--- config.mk ---
export PLATFORM = sky130hd
export DESIGN_NAME = serial_link_alternating_bit_framer_top
export DESIGN_NICKNAME = d
export VERILOG_FILES = /design/src/sla_pkg.sv /design/src/serial_link_alternating_bit_framer_top.sv /design/src/sla_ram.sv
export SDC_FILE = /design/constraint.sdc
export NUM_CORES = 2
export LEC_CHECK = 0
export BUFFER_PORTS_ARGS = -buffer_cell sky130_fd_sc_hd__buf_2
export CAP_MARGIN = 20
export CORE_UTILIZATION = 50
export CTS_BUF_LIST = sky130_fd_sc_hd__clkbuf_4
export CTS_CLUSTER_SIZE = 25
export DETAILED_ROUTE_END_ITERATION = 6
export PLACE_DENSITY_LB_ADDON = 0.08
export SYNTH_ARGS = -nofsm -noshare
export SYNTH_HDL_FRONTEND = slang
export SYNTH_SLANG_ARGS = --single-unit
--- constraint.sdc ---
create_clock -name clock -period 5.3 [get_ports clock]
set_clock_uncertainty 0.05 [all_clocks]
set_input_delay 1.59 -clock clock [delete_from_list [all_inputs] [get_ports clock]]
set_output_delay 1.59 -clock clock [all_outputs]
set_load 0.03 [all_outputs]
--- src/sla_pkg.sv ---
// Shared types and constants for the alternating bit serial link framer.
`default_nettype none
package sla_pkg;
   localparam int FRAME_BYTES_DEF = 30;
   localparam int QUEUE_DEPTH_DEF = 64;
   localparam int CNT_W = 5;
   localparam int CSR_IDX_W = 2;

   localparam logic [1:0] MODE_LINE = 2'd0;
   localparam logic [1:0] MODE_DONE = 2'd1;
   localparam logic [1:0] MODE_TICK = 2'd2;
   localparam logic [1:0] MODE_HOST = 2'd3;

   localparam logic [1:0] KIND_LINE = 2'd0;
   localparam logic [1:0] KIND_DELIVER = 2'd1;
   localparam logic [1:0] KIND_REFUSE = 2'd2;

   localparam logic [1:0] ACK_NONE = 2'd0;
   localparam logic [1:0] ACK_SEQ0 = 2'd1;
   localparam logic [1:0] ACK_SEQ1 = 2'd2;

   localparam logic [CSR_IDX_W-1:0] CSR_RETRANSMIT = 2'd0;
   localparam logic [CSR_IDX_W-1:0] CSR_RECEIVE = 2'd1;

   localparam logic [7:0] RETRANSMIT_RESET = 8'd3;
   localparam logic [7:0] RECEIVE_RESET = 8'd2;
   localparam logic [7:0] HDR_SEQ = 8'o40;

   typedef enum logic [1:0] {
      PH_IDLE = 2'd0,
      PH_START = 2'd1,
      PH_RUN = 2'd2,
      PH_WAIT = 2'd3
   } phase_type;

   typedef enum logic [10:0] {
      S_IDLE = 11'b00000000001,
      S_REFUSE = 11'b00000000010,
      S_RX_OK = 11'b00000000100,
      S_DLV_RD = 11'b00000001000,
      S_DLV_OUT = 11'b00000010000,
      S_KICK = 11'b00000100000,
      S_FILL_RD = 11'b00001000000,
      S_FILL_WR = 11'b00010000000,
      S_START = 11'b00100000000,
      S_SEND_RD = 11'b01000000000,
      S_SEND = 11'b10000000000
   } state_type;
endpackage
`default_nettype wire

--- src/serial_link_alternating_bit_framer_top.sv ---
// Paths: a refused host byte is sent from S_REFUSE; the next line byte of a frame
// in progress passes S_KICK, S_SEND_RD, S_SEND; a resent header passes S_KICK, S_START,
// S_SEND_RD, S_SEND; a new frame passes S_FILL_RD, S_FILL_WR per host byte before those.
// A good frame passes S_RX_OK, then S_DLV_RD and S_DLV_OUT per delivered byte.
// One input word at a time; host queue bytes move singly through the queue RAM read port.
// Reset: synchronous, clears all control state and counters; RAM contents are not cleared.
`default_nettype none
module serial_link_alternating_bit_framer_top #(
   parameter int FRAME_BYTES = sla_pkg::FRAME_BYTES_DEF,
   parameter int QUEUE_DEPTH = sla_pkg::QUEUE_DEPTH_DEF
) (
   input wire logic clock,
   input wire logic reset,
   input wire logic req_valid,
   output logic req_stall,
   input wire logic [1:0] req_mode,
   input wire logic [7:0] req_data,
   input wire logic req_rx_error,
   output logic rsp_valid,
   input wire logic rsp_stall,
   output logic [1:0] rsp_kind,
   output logic [7:0] rsp_value,
   output logic rsp_last,
   input wire logic csr_valid,
   output logic csr_ready,
   input wire logic [sla_pkg::CSR_IDX_W-1:0] csr_index,
   input wire logic [7:0] csr_data
);
   localparam int CW = sla_pkg::CNT_W;
   localparam int FAW = $clog2(FRAME_BYTES);
   localparam int QAW = $clog2(QUEUE_DEPTH);
   localparam int QCW = $clog2(QUEUE_DEPTH + 1);
   localparam logic [CW-1:0] FB = CW'(FRAME_BYTES);
   localparam logic [CW-1:0] FB_M1 = CW'(FRAME_BYTES - 1);
   localparam logic [QCW-1:0] QD = QCW'(QUEUE_DEPTH);
   localparam logic [QAW-1:0] Q_LAST = QAW'(QUEUE_DEPTH - 1);

   sla_pkg::state_type state_ff, state_in;
   sla_pkg::phase_type phase_ff, phase_in;
   logic [7:0] rt_ticks_ff, rt_ticks_in, rx_ticks_ff, rx_ticks_in;
   logic [CW-1:0] tx_end_ff, tx_end_in, tx_pos_ff, tx_pos_in, fill_pos_ff, fill_pos_in;
   logic [7:0] tx_sum_ff, tx_sum_in, tx_timer_ff, tx_timer_in, tx_hdr_ff, tx_hdr_in;
   logic [1:0] ack_ff, ack_in;
   logic tx_seq_ff, tx_seq_in, line_idle_ff, line_idle_in;
   logic [QCW-1:0] q_count_ff, q_count_in;
   logic [QAW-1:0] q_head_ff, q_head_in, q_tail_ff, q_tail_in;
   logic rx_active_ff, rx_active_in;
   logic [CW-1:0] rx_count_ff, rx_count_in, dlv_ff, dlv_in;
   logic [7:0] rx_sum_ff, rx_sum_in, rx_timer_ff, rx_timer_in, rx_hdr_ff, rx_hdr_in;
   logic [1:0] rx_last_seq_ff, rx_last_seq_in;
   logic [7:0] hold_ff, hold_in;
   logic rsp_valid_ff, rsp_valid_in, rsp_last_ff, rsp_last_in;
   logic [1:0] rsp_kind_ff, rsp_kind_in;
   logic [7:0] rsp_value_ff, rsp_value_in;

   logic q_we, q_re, tx_we, tx_re, rx_we, rx_re;
   logic [QAW-1:0] q_waddr, q_raddr;
   logic [FAW-1:0] tx_waddr, tx_raddr, rx_waddr, rx_raddr;
   logic [7:0] q_rdata, tx_rdata, rx_rdata;

   logic slot_free, emit, kick_emits, accept;
   logic [1:0] e_kind;
   logic [7:0] e_value, send_b;
   logic e_last;
   logic [CW-1:0] cnt0, cnt1;
   logic [7:0] sum0, sum1, hdr1;
   logic store;

   sla_ram #(.WIDTH(8), .DEPTH(QUEUE_DEPTH)) u_queue (
      .clock(clock), .we(q_we), .waddr(q_waddr), .wdata(req_data),
      .re(q_re), .raddr(q_raddr), .rdata(q_rdata)
   );
   sla_ram #(.WIDTH(8), .DEPTH(FRAME_BYTES)) u_tx_frame (
      .clock(clock), .we(tx_we), .waddr(tx_waddr), .wdata(q_rdata),
      .re(tx_re), .raddr(tx_raddr), .rdata(tx_rdata)
   );
   sla_ram #(.WIDTH(8), .DEPTH(FRAME_BYTES)) u_rx_frame (
      .clock(clock), .we(rx_we), .waddr(rx_waddr), .wdata(req_data),
      .re(rx_re), .raddr(rx_raddr), .rdata(rx_rdata)
   );

   assign req_stall = (state_ff != sla_pkg::S_IDLE);
   assign accept = req_valid && !req_stall;
   assign csr_ready = 1'b1;
   assign slot_free = !rsp_valid_ff || !rsp_stall;
   assign kick_emits = line_idle_ff && (phase_ff != sla_pkg::PH_WAIT) &&
      ((phase_ff != sla_pkg::PH_IDLE) || (q_count_ff != '0) || (ack_ff != sla_pkg::ACK_NONE));

   assign cnt0 = rx_active_ff ? rx_count_ff : '0;
   assign sum0 = rx_active_ff ? rx_sum_ff : 8'd0;
   assign store = cnt0 < FB;
   assign cnt1 = store ? cnt0 + CW'(1) : cnt0;
   assign sum1 = store ? sum0 + req_data : sum0;
   assign hdr1 = (store && cnt0 == '0) ? req_data : rx_hdr_ff;
   assign send_b = (tx_pos_ff == '0) ? tx_hdr_ff : tx_rdata;

   always_comb begin
      state_in = state_ff;
      phase_in = phase_ff;
      rt_ticks_in = rt_ticks_ff;
      rx_ticks_in = rx_ticks_ff;
      tx_end_in = tx_end_ff;
      tx_pos_in = tx_pos_ff;
      fill_pos_in = fill_pos_ff;
      tx_sum_in = tx_sum_ff;
      tx_timer_in = tx_timer_ff;
      tx_hdr_in = tx_hdr_ff;
      ack_in = ack_ff;
      tx_seq_in = tx_seq_ff;
      line_idle_in = line_idle_ff;
      q_count_in = q_count_ff;
      q_head_in = q_head_ff;
      q_tail_in = q_tail_ff;
      rx_active_in = rx_active_ff;
      rx_count_in = rx_count_ff;
      dlv_in = dlv_ff;
      rx_sum_in = rx_sum_ff;
      rx_timer_in = rx_timer_ff;
      rx_hdr_in = rx_hdr_ff;
      rx_last_seq_in = rx_last_seq_ff;
      hold_in = hold_ff;
      q_we = 1'b0;
      q_re = 1'b0;
      tx_we = 1'b0;
      tx_re = 1'b0;
      rx_we = 1'b0;
      rx_re = 1'b0;
      q_waddr = q_tail_ff;
      q_raddr = q_head_ff;
      tx_waddr = fill_pos_ff[FAW-1:0];
      tx_raddr = tx_pos_ff[FAW-1:0];
      rx_waddr = cnt0[FAW-1:0];
      rx_raddr = dlv_ff[FAW-1:0];
      emit = 1'b0;
      e_kind = sla_pkg::KIND_LINE;
      e_value = 8'd0;
      e_last = 1'b1;

      if (csr_valid) begin
         unique case (csr_index)
            sla_pkg::CSR_RETRANSMIT: rt_ticks_in = csr_data;
            sla_pkg::CSR_RECEIVE: rx_ticks_in = csr_data;
            default: ;
         endcase
      end

      unique case (state_ff)
         sla_pkg::S_IDLE: begin
            if (accept) begin
               unique case (req_mode)
                  sla_pkg::MODE_LINE: begin
                     if (!req_rx_error) begin
                        rx_we = store;
                        rx_count_in = cnt1;
                        rx_sum_in = sum1;
                        rx_hdr_in = hdr1;
                        rx_active_in = 1'b1;
                        rx_timer_in = rx_ticks_ff;
                        if (cnt1 >= hdr1[CW-1:0]) begin
                           rx_timer_in = 8'd0;
                           rx_active_in = 1'b0;
                           if (sum1 == 8'd0) begin
                              state_in = sla_pkg::S_RX_OK;
                           end
                        end
                     end
                  end
                  sla_pkg::MODE_DONE: begin
                     line_idle_in = 1'b1;
                     state_in = sla_pkg::S_KICK;
                  end
                  sla_pkg::MODE_TICK: begin
                     if (rx_timer_ff != 8'd0) begin
                        rx_timer_in = rx_timer_ff - 8'd1;
                        if (rx_timer_ff == 8'd1) begin
                           rx_active_in = 1'b0;
                        end
                     end
                     if (tx_timer_ff != 8'd0) begin
                        tx_timer_in = tx_timer_ff - 8'd1;
                        if (tx_timer_ff == 8'd1) begin
                           phase_in = sla_pkg::PH_START;
                           state_in = sla_pkg::S_KICK;
                        end
                     end
                  end
                  default: begin
                     hold_in = req_data;
                     if (q_count_ff >= QD) begin
                        state_in = sla_pkg::S_REFUSE;
                     end else begin
                        q_we = 1'b1;
                        q_tail_in = (q_tail_ff == Q_LAST) ? '0 : q_tail_ff + QAW'(1);
                        q_count_in = q_count_ff + QCW'(1);
                        state_in = sla_pkg::S_KICK;
                     end
                  end
               endcase
            end
         end
         sla_pkg::S_REFUSE: begin
            if (slot_free) begin
               emit = 1'b1;
               e_kind = sla_pkg::KIND_REFUSE;
               e_value = hold_ff;
               e_last = !kick_emits;
               state_in = sla_pkg::S_KICK;
            end
         end
         sla_pkg::S_RX_OK: begin
            ack_in = rx_hdr_ff[5] ? sla_pkg::ACK_SEQ1 : sla_pkg::ACK_SEQ0;
            if (tx_seq_ff ? rx_hdr_ff[7] : rx_hdr_ff[6]) begin
               tx_timer_in = 8'd0;
               phase_in = sla_pkg::PH_IDLE;
            end
            state_in = sla_pkg::S_KICK;
            if (rx_last_seq_ff != {1'b1, rx_hdr_ff[5]}) begin
               rx_last_seq_in = {1'b1, rx_hdr_ff[5]};
               if (rx_count_ff >= CW'(3)) begin
                  dlv_in = CW'(1);
                  state_in = sla_pkg::S_DLV_RD;
               end
            end
         end
         sla_pkg::S_DLV_RD: begin
            rx_re = 1'b1;
            state_in = sla_pkg::S_DLV_OUT;
         end
         sla_pkg::S_DLV_OUT: begin
            if (slot_free) begin
               emit = 1'b1;
               e_kind = sla_pkg::KIND_DELIVER;
               e_value = rx_rdata;
               if (dlv_ff == rx_count_ff - CW'(2)) begin
                  e_last = !kick_emits;
                  state_in = sla_pkg::S_KICK;
               end else begin
                  e_last = 1'b0;
                  dlv_in = dlv_ff + CW'(1);
                  state_in = sla_pkg::S_DLV_RD;
               end
            end
         end
         sla_pkg::S_KICK: begin
            state_in = sla_pkg::S_IDLE;
            if (line_idle_ff) begin
               unique case (phase_ff)
                  sla_pkg::PH_IDLE: begin
                     if (q_count_ff != '0 || ack_ff != sla_pkg::ACK_NONE) begin
                        tx_seq_in = !tx_seq_ff;
                        fill_pos_in = CW'(1);
                        state_in = sla_pkg::S_FILL_RD;
                     end
                  end
                  sla_pkg::PH_START: state_in = sla_pkg::S_START;
                  sla_pkg::PH_RUN: state_in = sla_pkg::S_SEND_RD;
                  default: ;
               endcase
            end
         end
         sla_pkg::S_FILL_RD: begin
            if (q_count_ff != '0 && fill_pos_ff < FB_M1) begin
               q_re = 1'b1;
               q_head_in = (q_head_ff == Q_LAST) ? '0 : q_head_ff + QAW'(1);
               q_count_in = q_count_ff - QCW'(1);
               state_in = sla_pkg::S_FILL_WR;
            end else begin
               tx_hdr_in = {3'b000, fill_pos_ff + CW'(1)} | (tx_seq_ff ? sla_pkg::HDR_SEQ : 8'd0);
               tx_end_in = fill_pos_ff;
               state_in = sla_pkg::S_START;
            end
         end
         sla_pkg::S_FILL_WR: begin
            tx_we = 1'b1;
            fill_pos_in = fill_pos_ff + CW'(1);
            state_in = sla_pkg::S_FILL_RD;
         end
         sla_pkg::S_START: begin
            tx_pos_in = '0;
            tx_sum_in = 8'd0;
            tx_hdr_in = tx_hdr_ff | {ack_ff, 6'd0};
            ack_in = sla_pkg::ACK_NONE;
            phase_in = sla_pkg::PH_RUN;
            state_in = sla_pkg::S_SEND_RD;
         end
         sla_pkg::S_SEND_RD: begin
            tx_timer_in = rt_ticks_ff;
            tx_re = 1'b1;
            state_in = sla_pkg::S_SEND;
         end
         default: begin
            if (slot_free) begin
               emit = 1'b1;
               e_kind = sla_pkg::KIND_LINE;
               line_idle_in = 1'b0;
               if (tx_pos_ff < tx_end_ff) begin
                  e_value = send_b;
                  tx_pos_in = tx_pos_ff + CW'(1);
                  tx_sum_in = tx_sum_ff - send_b;
               end else begin
                  e_value = tx_sum_ff;
                  phase_in = sla_pkg::PH_WAIT;
               end
               state_in = sla_pkg::S_IDLE;
            end
         end
      endcase

      rsp_valid_in = rsp_valid_ff && rsp_stall;
      rsp_kind_in = rsp_kind_ff;
      rsp_value_in = rsp_value_ff;
      rsp_last_in = rsp_last_ff;
      if (emit) begin
         rsp_valid_in = 1'b1;
         rsp_kind_in = e_kind;
         rsp_value_in = e_value;
         rsp_last_in = e_last;
      end
   end

   always_ff @(posedge clock) begin
      if (reset) begin
         state_ff <= sla_pkg::S_IDLE;
         phase_ff <= sla_pkg::PH_IDLE;
         rt_ticks_ff <= sla_pkg::RETRANSMIT_RESET;
         rx_ticks_ff <= sla_pkg::RECEIVE_RESET;
         tx_end_ff <= '0;
         tx_pos_ff <= '0;
         fill_pos_ff <= '0;
         tx_sum_ff <= 8'd0;
         tx_timer_ff <= 8'd0;
         tx_hdr_ff <= 8'd0;
         ack_ff <= sla_pkg::ACK_NONE;
         tx_seq_ff <= 1'b0;
         line_idle_ff <= 1'b1;
         q_count_ff <= '0;
         q_head_ff <= '0;
         q_tail_ff <= '0;
         rx_active_ff <= 1'b0;
         rx_count_ff <= '0;
         dlv_ff <= '0;
         rx_sum_ff <= 8'd0;
         rx_timer_ff <= 8'd0;
         rx_hdr_ff <= 8'd0;
         rx_last_seq_ff <= 2'd0;
         rsp_valid_ff <= 1'b0;
      end else begin
         state_ff <= state_in;
         phase_ff <= phase_in;
         rt_ticks_ff <= rt_ticks_in;
         rx_ticks_ff <= rx_ticks_in;
         tx_end_ff <= tx_end_in;
         tx_pos_ff <= tx_pos_in;
         fill_pos_ff <= fill_pos_in;
         tx_sum_ff <= tx_sum_in;
         tx_timer_ff <= tx_timer_in;
         tx_hdr_ff <= tx_hdr_in;
         ack_ff <= ack_in;
         tx_seq_ff <= tx_seq_in;
         line_idle_ff <= line_idle_in;
         q_count_ff <= q_count_in;
         q_head_ff <= q_head_in;
         q_tail_ff <= q_tail_in;
         rx_active_ff <= rx_active_in;
         rx_count_ff <= rx_count_in;
         dlv_ff <= dlv_in;
         rx_sum_ff <= rx_sum_in;
         rx_timer_ff <= rx_timer_in;
         rx_hdr_ff <= rx_hdr_in;
         rx_last_seq_ff <= rx_last_seq_in;
         rsp_valid_ff <= rsp_valid_in;
      end
   end

   always_ff @(posedge clock) begin
      hold_ff <= hold_in;
      rsp_kind_ff <= rsp_kind_in;
      rsp_value_ff <= rsp_value_in;
      rsp_last_ff <= rsp_last_in;
   end

   assign rsp_valid = rsp_valid_ff;
   assign rsp_kind = rsp_kind_ff;
   assign rsp_value = rsp_value_ff;
   assign rsp_last = rsp_last_ff;

`ifndef SYNTHESIS
   a_queue_bound: assert property (@(posedge clock) disable iff (reset)
      q_count_ff <= QD) else $error("queue count above depth");
   a_rx_bound: assert property (@(posedge clock) disable iff (reset)
      rx_count_ff <= FB) else $error("receive count above frame size");
   a_tx_end: assert property (@(posedge clock) disable iff (reset)
      tx_end_ff < FB) else $error("frame end beyond frame store");
   a_emit_slot: assert property (@(posedge clock) disable iff (reset)
      emit |-> slot_free) else $error("result overwritten while stalled");
`endif
endmodule
`default_nettype wire

--- src/sla_ram.sv ---
// Generic single write port RAM with registered read.
`default_nettype none
module sla_ram #(
   parameter int WIDTH = 8,
   parameter int DEPTH = 32
) (
   input wire logic clock,
   input wire logic we,
   input wire logic [$clog2(DEPTH)-1:0] waddr,
   input wire logic [WIDTH-1:0] wdata,
   input wire logic re,
   input wire logic [$clog2(DEPTH)-1:0] raddr,
   output logic [WIDTH-1:0] rdata
);
   logic [WIDTH-1:0] mem_ff [DEPTH];
   logic [WIDTH-1:0] rdata_ff;

   always_ff @(posedge clock) begin
      if (we) begin
         mem_ff[waddr] <= wdata;
      end
      if (re) begin
         rdata_ff <= mem_ff[raddr];
      end
   end

   assign rdata = rdata_ff;
endmodule
`default_nettype wire

==> impl_metrics.env <==
export IMPL_status="finished, final reports clean"
export IMPL_pre_cts_ws_ps=877
export IMPL_async_flop_share_pct=0
export IMPL_ys_seq_elements=1164
export IMPL_criticalPathCategory="reg -> out"
export IMPL_maxCapViolCount=0
export IMPL_gp_congestion=0.857
export IMPL_cts_root_buf="clkbuf_4"
export IMPL_syn_nets=2709
export IMPL_synth_top_family_by_area="multiplexers"
export IMPL_cp_end_kind="output pin"
export IMPL_setup_worst_path_start_class="register"
export IMPL_synth_xor_area_share_pct=0.941
export IMPL_synth_area_per_cell_sq_um=18.0
export IMPL_syn2layout_area_growth_pct=11.8
export IMPL_clock_sinks=1164
export IMPL_dr_pass1_iters=7
export IMPL_io_pins=40
export IMPL_grt_usage_pct=24.2
export IMPL_p_sw_mw=4.25
export IMPL_cts_resized=0
export IMPL_synth_compound_area_share_pct=2.98
export IMPL_instances_no_fill=4385
export IMPL_drive_gt1_share_pct=30.7
export IMPL_cp_slowest_cell="nor4_4"
export IMPL_die_area_sq_um=96200
export IMPL_yosys_warnings=0
export IMPL_drt_iter0_drc=2821
export IMPL_internal_power_mw=14.3
export IMPL_start_util_pct=50.7
export IMPL_drc=0
export IMPL_rows=112
export IMPL_rsz0062_at_grt="no"
export IMPL_synth_edff_count=1035
export IMPL_cp_buffers_inverters=2
export IMPL_grt_pass1_wl_mm=170
export IMPL_p_comb_share_pct=4.8
export IMPL_synthMuxAreaShare_pct=16.5
export IMPL_slowest_delay_ps=420
export IMPL_relSlewSlack_pct=29.3
export IMPL_pwr_share_clk_pct=40.8
export IMPL_cts_setup_buffers=0
export IMPL_min_period_ps=4650
export IMPL_insertion_delay_ps=1150
export IMPL_antenna_found_initial=2
export IMPL_die_h_um=310
export IMPL_antenna_left=0
export IMPL_viasPerCell=5.90
export IMPL_fin_ws_ps=646
export IMPL_vias=25900
export IMPL_grt_util_met3_pct=4.72
export IMPL_ys_types=81
export IMPL_finalNetCount=2984
export IMPL_maxSlewViolCount=0
export IMPL_power_leakage_nw=17.0
export IMPL_fmax_mhz=215
export IMPL_peakVddDrop_mv=0.318
export IMPL_port_buffer_count=38
export IMPL_hp_class="reg -> reg"
export IMPL_grt_busiest_layer="met2"
export IMPL_fin_area_sq_um=53100
export IMPL_met2_usage_pct=36.5
export IMPL_grt_max_degree=74
export IMPL_tns_ps=0
export IMPL_synthAdderAreaFrac_pct=1.36
export IMPL_power_density_nw_per_um2=350
export IMPL_crit_family="simple AND/OR/NAND/NOR gates"
export IMPL_clockBufferDepth=4
export IMPL_place_hpwl_mm=71.0
export IMPL_cts_made_buffers=315
export IMPL_grt_use_met1_pct=35.9
export IMPL_die_x_um=310
export IMPL_core_sq_um=93700
export IMPL_required_ps=3660
export IMPL_placed_cells=3840
export IMPL_p_sw_share_pct=22.9
export IMPL_cpMostUsedCell="nor4_4"
export IMPL_synth_yosys_seq_area_share_pct=70.9
export IMPL_ctsHtreeMaxLevel=5
export IMPL_ys_flop_type="edfxtp_1"
export IMPL_fin_crit_sh_pct=87.8
export IMPL_final_setup_viol_count=0
export IMPL_tightestPinTransition_ps=1060
export IMPL_pwr_share_seq_pct=54.5
export IMPL_fin_util_pct=56.6
export IMPL_cts_tree="yes"
export IMPL_hold_viol=0
export IMPL_place_area_sq_um=49200
export IMPL_arrival_ps=3010
export IMPL_syn_area_sq_um=47500
export IMPL_yosys_area_share_simple_pct=5.73
export IMPL_grt_pass1_vias=26200
export IMPL_path_cells="nor4_4 > nand2_2 > nor4_4 > inv_1 > buf_2"
export IMPL_syn_instance_count=2633
export IMPL_wl_per_cell_um=25.8
export IMPL_critPathMaxFanout=7
export IMPL_gr_total_overflow=0
export IMPL_cts_clk_slew_worst_paths_ps=60
export IMPL_wirelength_mm=113
export IMPL_cts_hold_buf=0
-- layer usage --
layer / share of wire [%] / routed length, um / vias up
li1: - / - / 11300
met1: 45 / 50600 / 13300
met2: 47 / 52800 / 1126
met3: 6.4 / 7280 / 200
met4: 1.9 / 2200 / 0
met5: 0 / 0 / -
-- final cells by class --
class | instances | area [sq um]
flip-flops and latches | 1164 | 33700
inverters | 41 | 154
repair buffers | 102 | 793
diodes | 8 | 20.0
clock inverters | 82 | 403
well taps | 1254 | 1570
fillers | 7289 | 40700
multi-input cells | 1284 | 13100
clock buffers | 450 | 3380
-- path summary, 6_finish.rpt --
check | start | to | slack, ps | cells after the start
setup reg to reg | rx_count_ff[3]$_SDFFE_PP0P_ | state_ff[9]$_SDFFE_PP0P_ | 1080 | 12
hold reg to reg | rx_hdr_ff[4]$_SDFFE_PP0P_ | rx_hdr_ff[4]$_SDFFE_PP0P_ | 400 | 2
setup / recovery | state_ff[10]$_SDFFE_PP0P_ | req_stall | 650 | 5
hold / removal | rx_hdr_ff[4]$_SDFFE_PP0P_ | rx_hdr_ff[4]$_SDFFE_PP0P_ | 400 | 2
-- cells in the mapped netlist, drive strengths merged, types with 24 or more instances --
cell type  instances  share of area, %
nand2            120              0.95
mux2              34              0.81
mux4             311                15
nor2             257               2.0
a21oi             74              0.80
clkbuf           102              0.81
o21ai             54              0.58
mux2i             47              0.99
xnor2             25              0.46
edfxtp          1035                65
nand3             25              0.26
dfxtp            129               5.4
ha                47               1.2
buf               42              0.42
nor3              24              0.27
xor2              26              0.48
inv               41              0.32
-- per-stage QoR --
stage / power (mW) / hold slack [ps]
after floorplan: 10.8 / 379
after global placement: 11.2 / 390
after detailed placement: 11.2 / 397
after CTS: 18.8 / 403
after global routing: 19.3 / 430
final: 18.6 / 398
-- kinds of logic after synthesis --
family                     after synthesis
AOI/OAI and AO/OA                      224
xor gates and xnor gates                51
adders and majority gates               50
buffers and inverters                  185
DFF                                   1164
muxes                                  392
other                                    1
and+or+nand+nor                        566
-- cell usage in the layout (no fill, tap or decap), drive strengths merged, types with 6 or more instances in the layout --
| master | synthesis | final |
|---|---|---|
| edfxtp | 1035 | 1035 |
| diode | 0 | 8 |
| nor4 | 14 | 14 |
| dfxtp | 129 | 129 |
| or3 | 12 | 12 |
| and2 | 15 | 15 |
| clkinv | 0 | 72 |
| clkbuf | 102 | 450 |
| nor2b | 15 | 15 |
| nand4 | 17 | 17 |
| nand2 | 120 | 120 |
| xnor2 | 25 | 25 |
| mux4 | 311 | 311 |
| nor3 | 24 | 24 |
| o22ai | 6 | 6 |
| a21oi | 74 | 74 |
| ha | 47 | 47 |
| xor2 | 26 | 26 |
| nand3 | 25 | 25 |
| a211oi | 19 | 19 |
| and3 | 7 | 7 |
| buf | 42 | 102 |
| o21ai | 54 | 54 |
| o31ai | 6 | 6 |
| a22oi | 12 | 12 |
| a31oi | 9 | 9 |
| mux2 | 34 | 34 |
| nand3b | 10 | 10 |
| inv | 41 | 48 |
| mux2i | 47 | 47 |
| nor2 | 257 | 257 |
| a21o | 13 | 13 |
| nand2b | 17 | 17 |
-- flip-flops by register name, summed over array words and instances (netlist names), 6 cells and up --
signal             flops
u_queue.mem_ff       512
u_rx_frame.mem_ff    240
u_tx_frame.mem_ff    240
state_ff              11
hold_ff                8
rsp_value              8
rt_ticks_ff            8
rx_hdr_ff              8
rx_sum_ff              8
rx_ticks_ff            8
rx_timer_ff            8
tx_hdr_ff              8
tx_sum_ff              8
tx_timer_ff            8
u_queue.rdata          8
u_rx_frame.rdata       8
u_tx_frame.rdata       8
q_count_ff             7
q_head_ff              6
q_tail_ff              6
-- power groups by stage --
stage	sequential, mW	clock, mW	combinational [mW]
finish	10.1	7.57	0.884
global route	10.1	8.23	0.961
CTS	10.1	7.77	0.884
detailed placement	10.3	0	0.881
global placement	10.3	0	0.864
floorplan	10.4	0	0.464
-- worst min-delay path, stage by stage (launching register included) --
cell	delay [ps]
dfxtp_1	300
nand2_1	50
a21oi_1	50
Note: power is estimated with default switching activity, not from simulation.
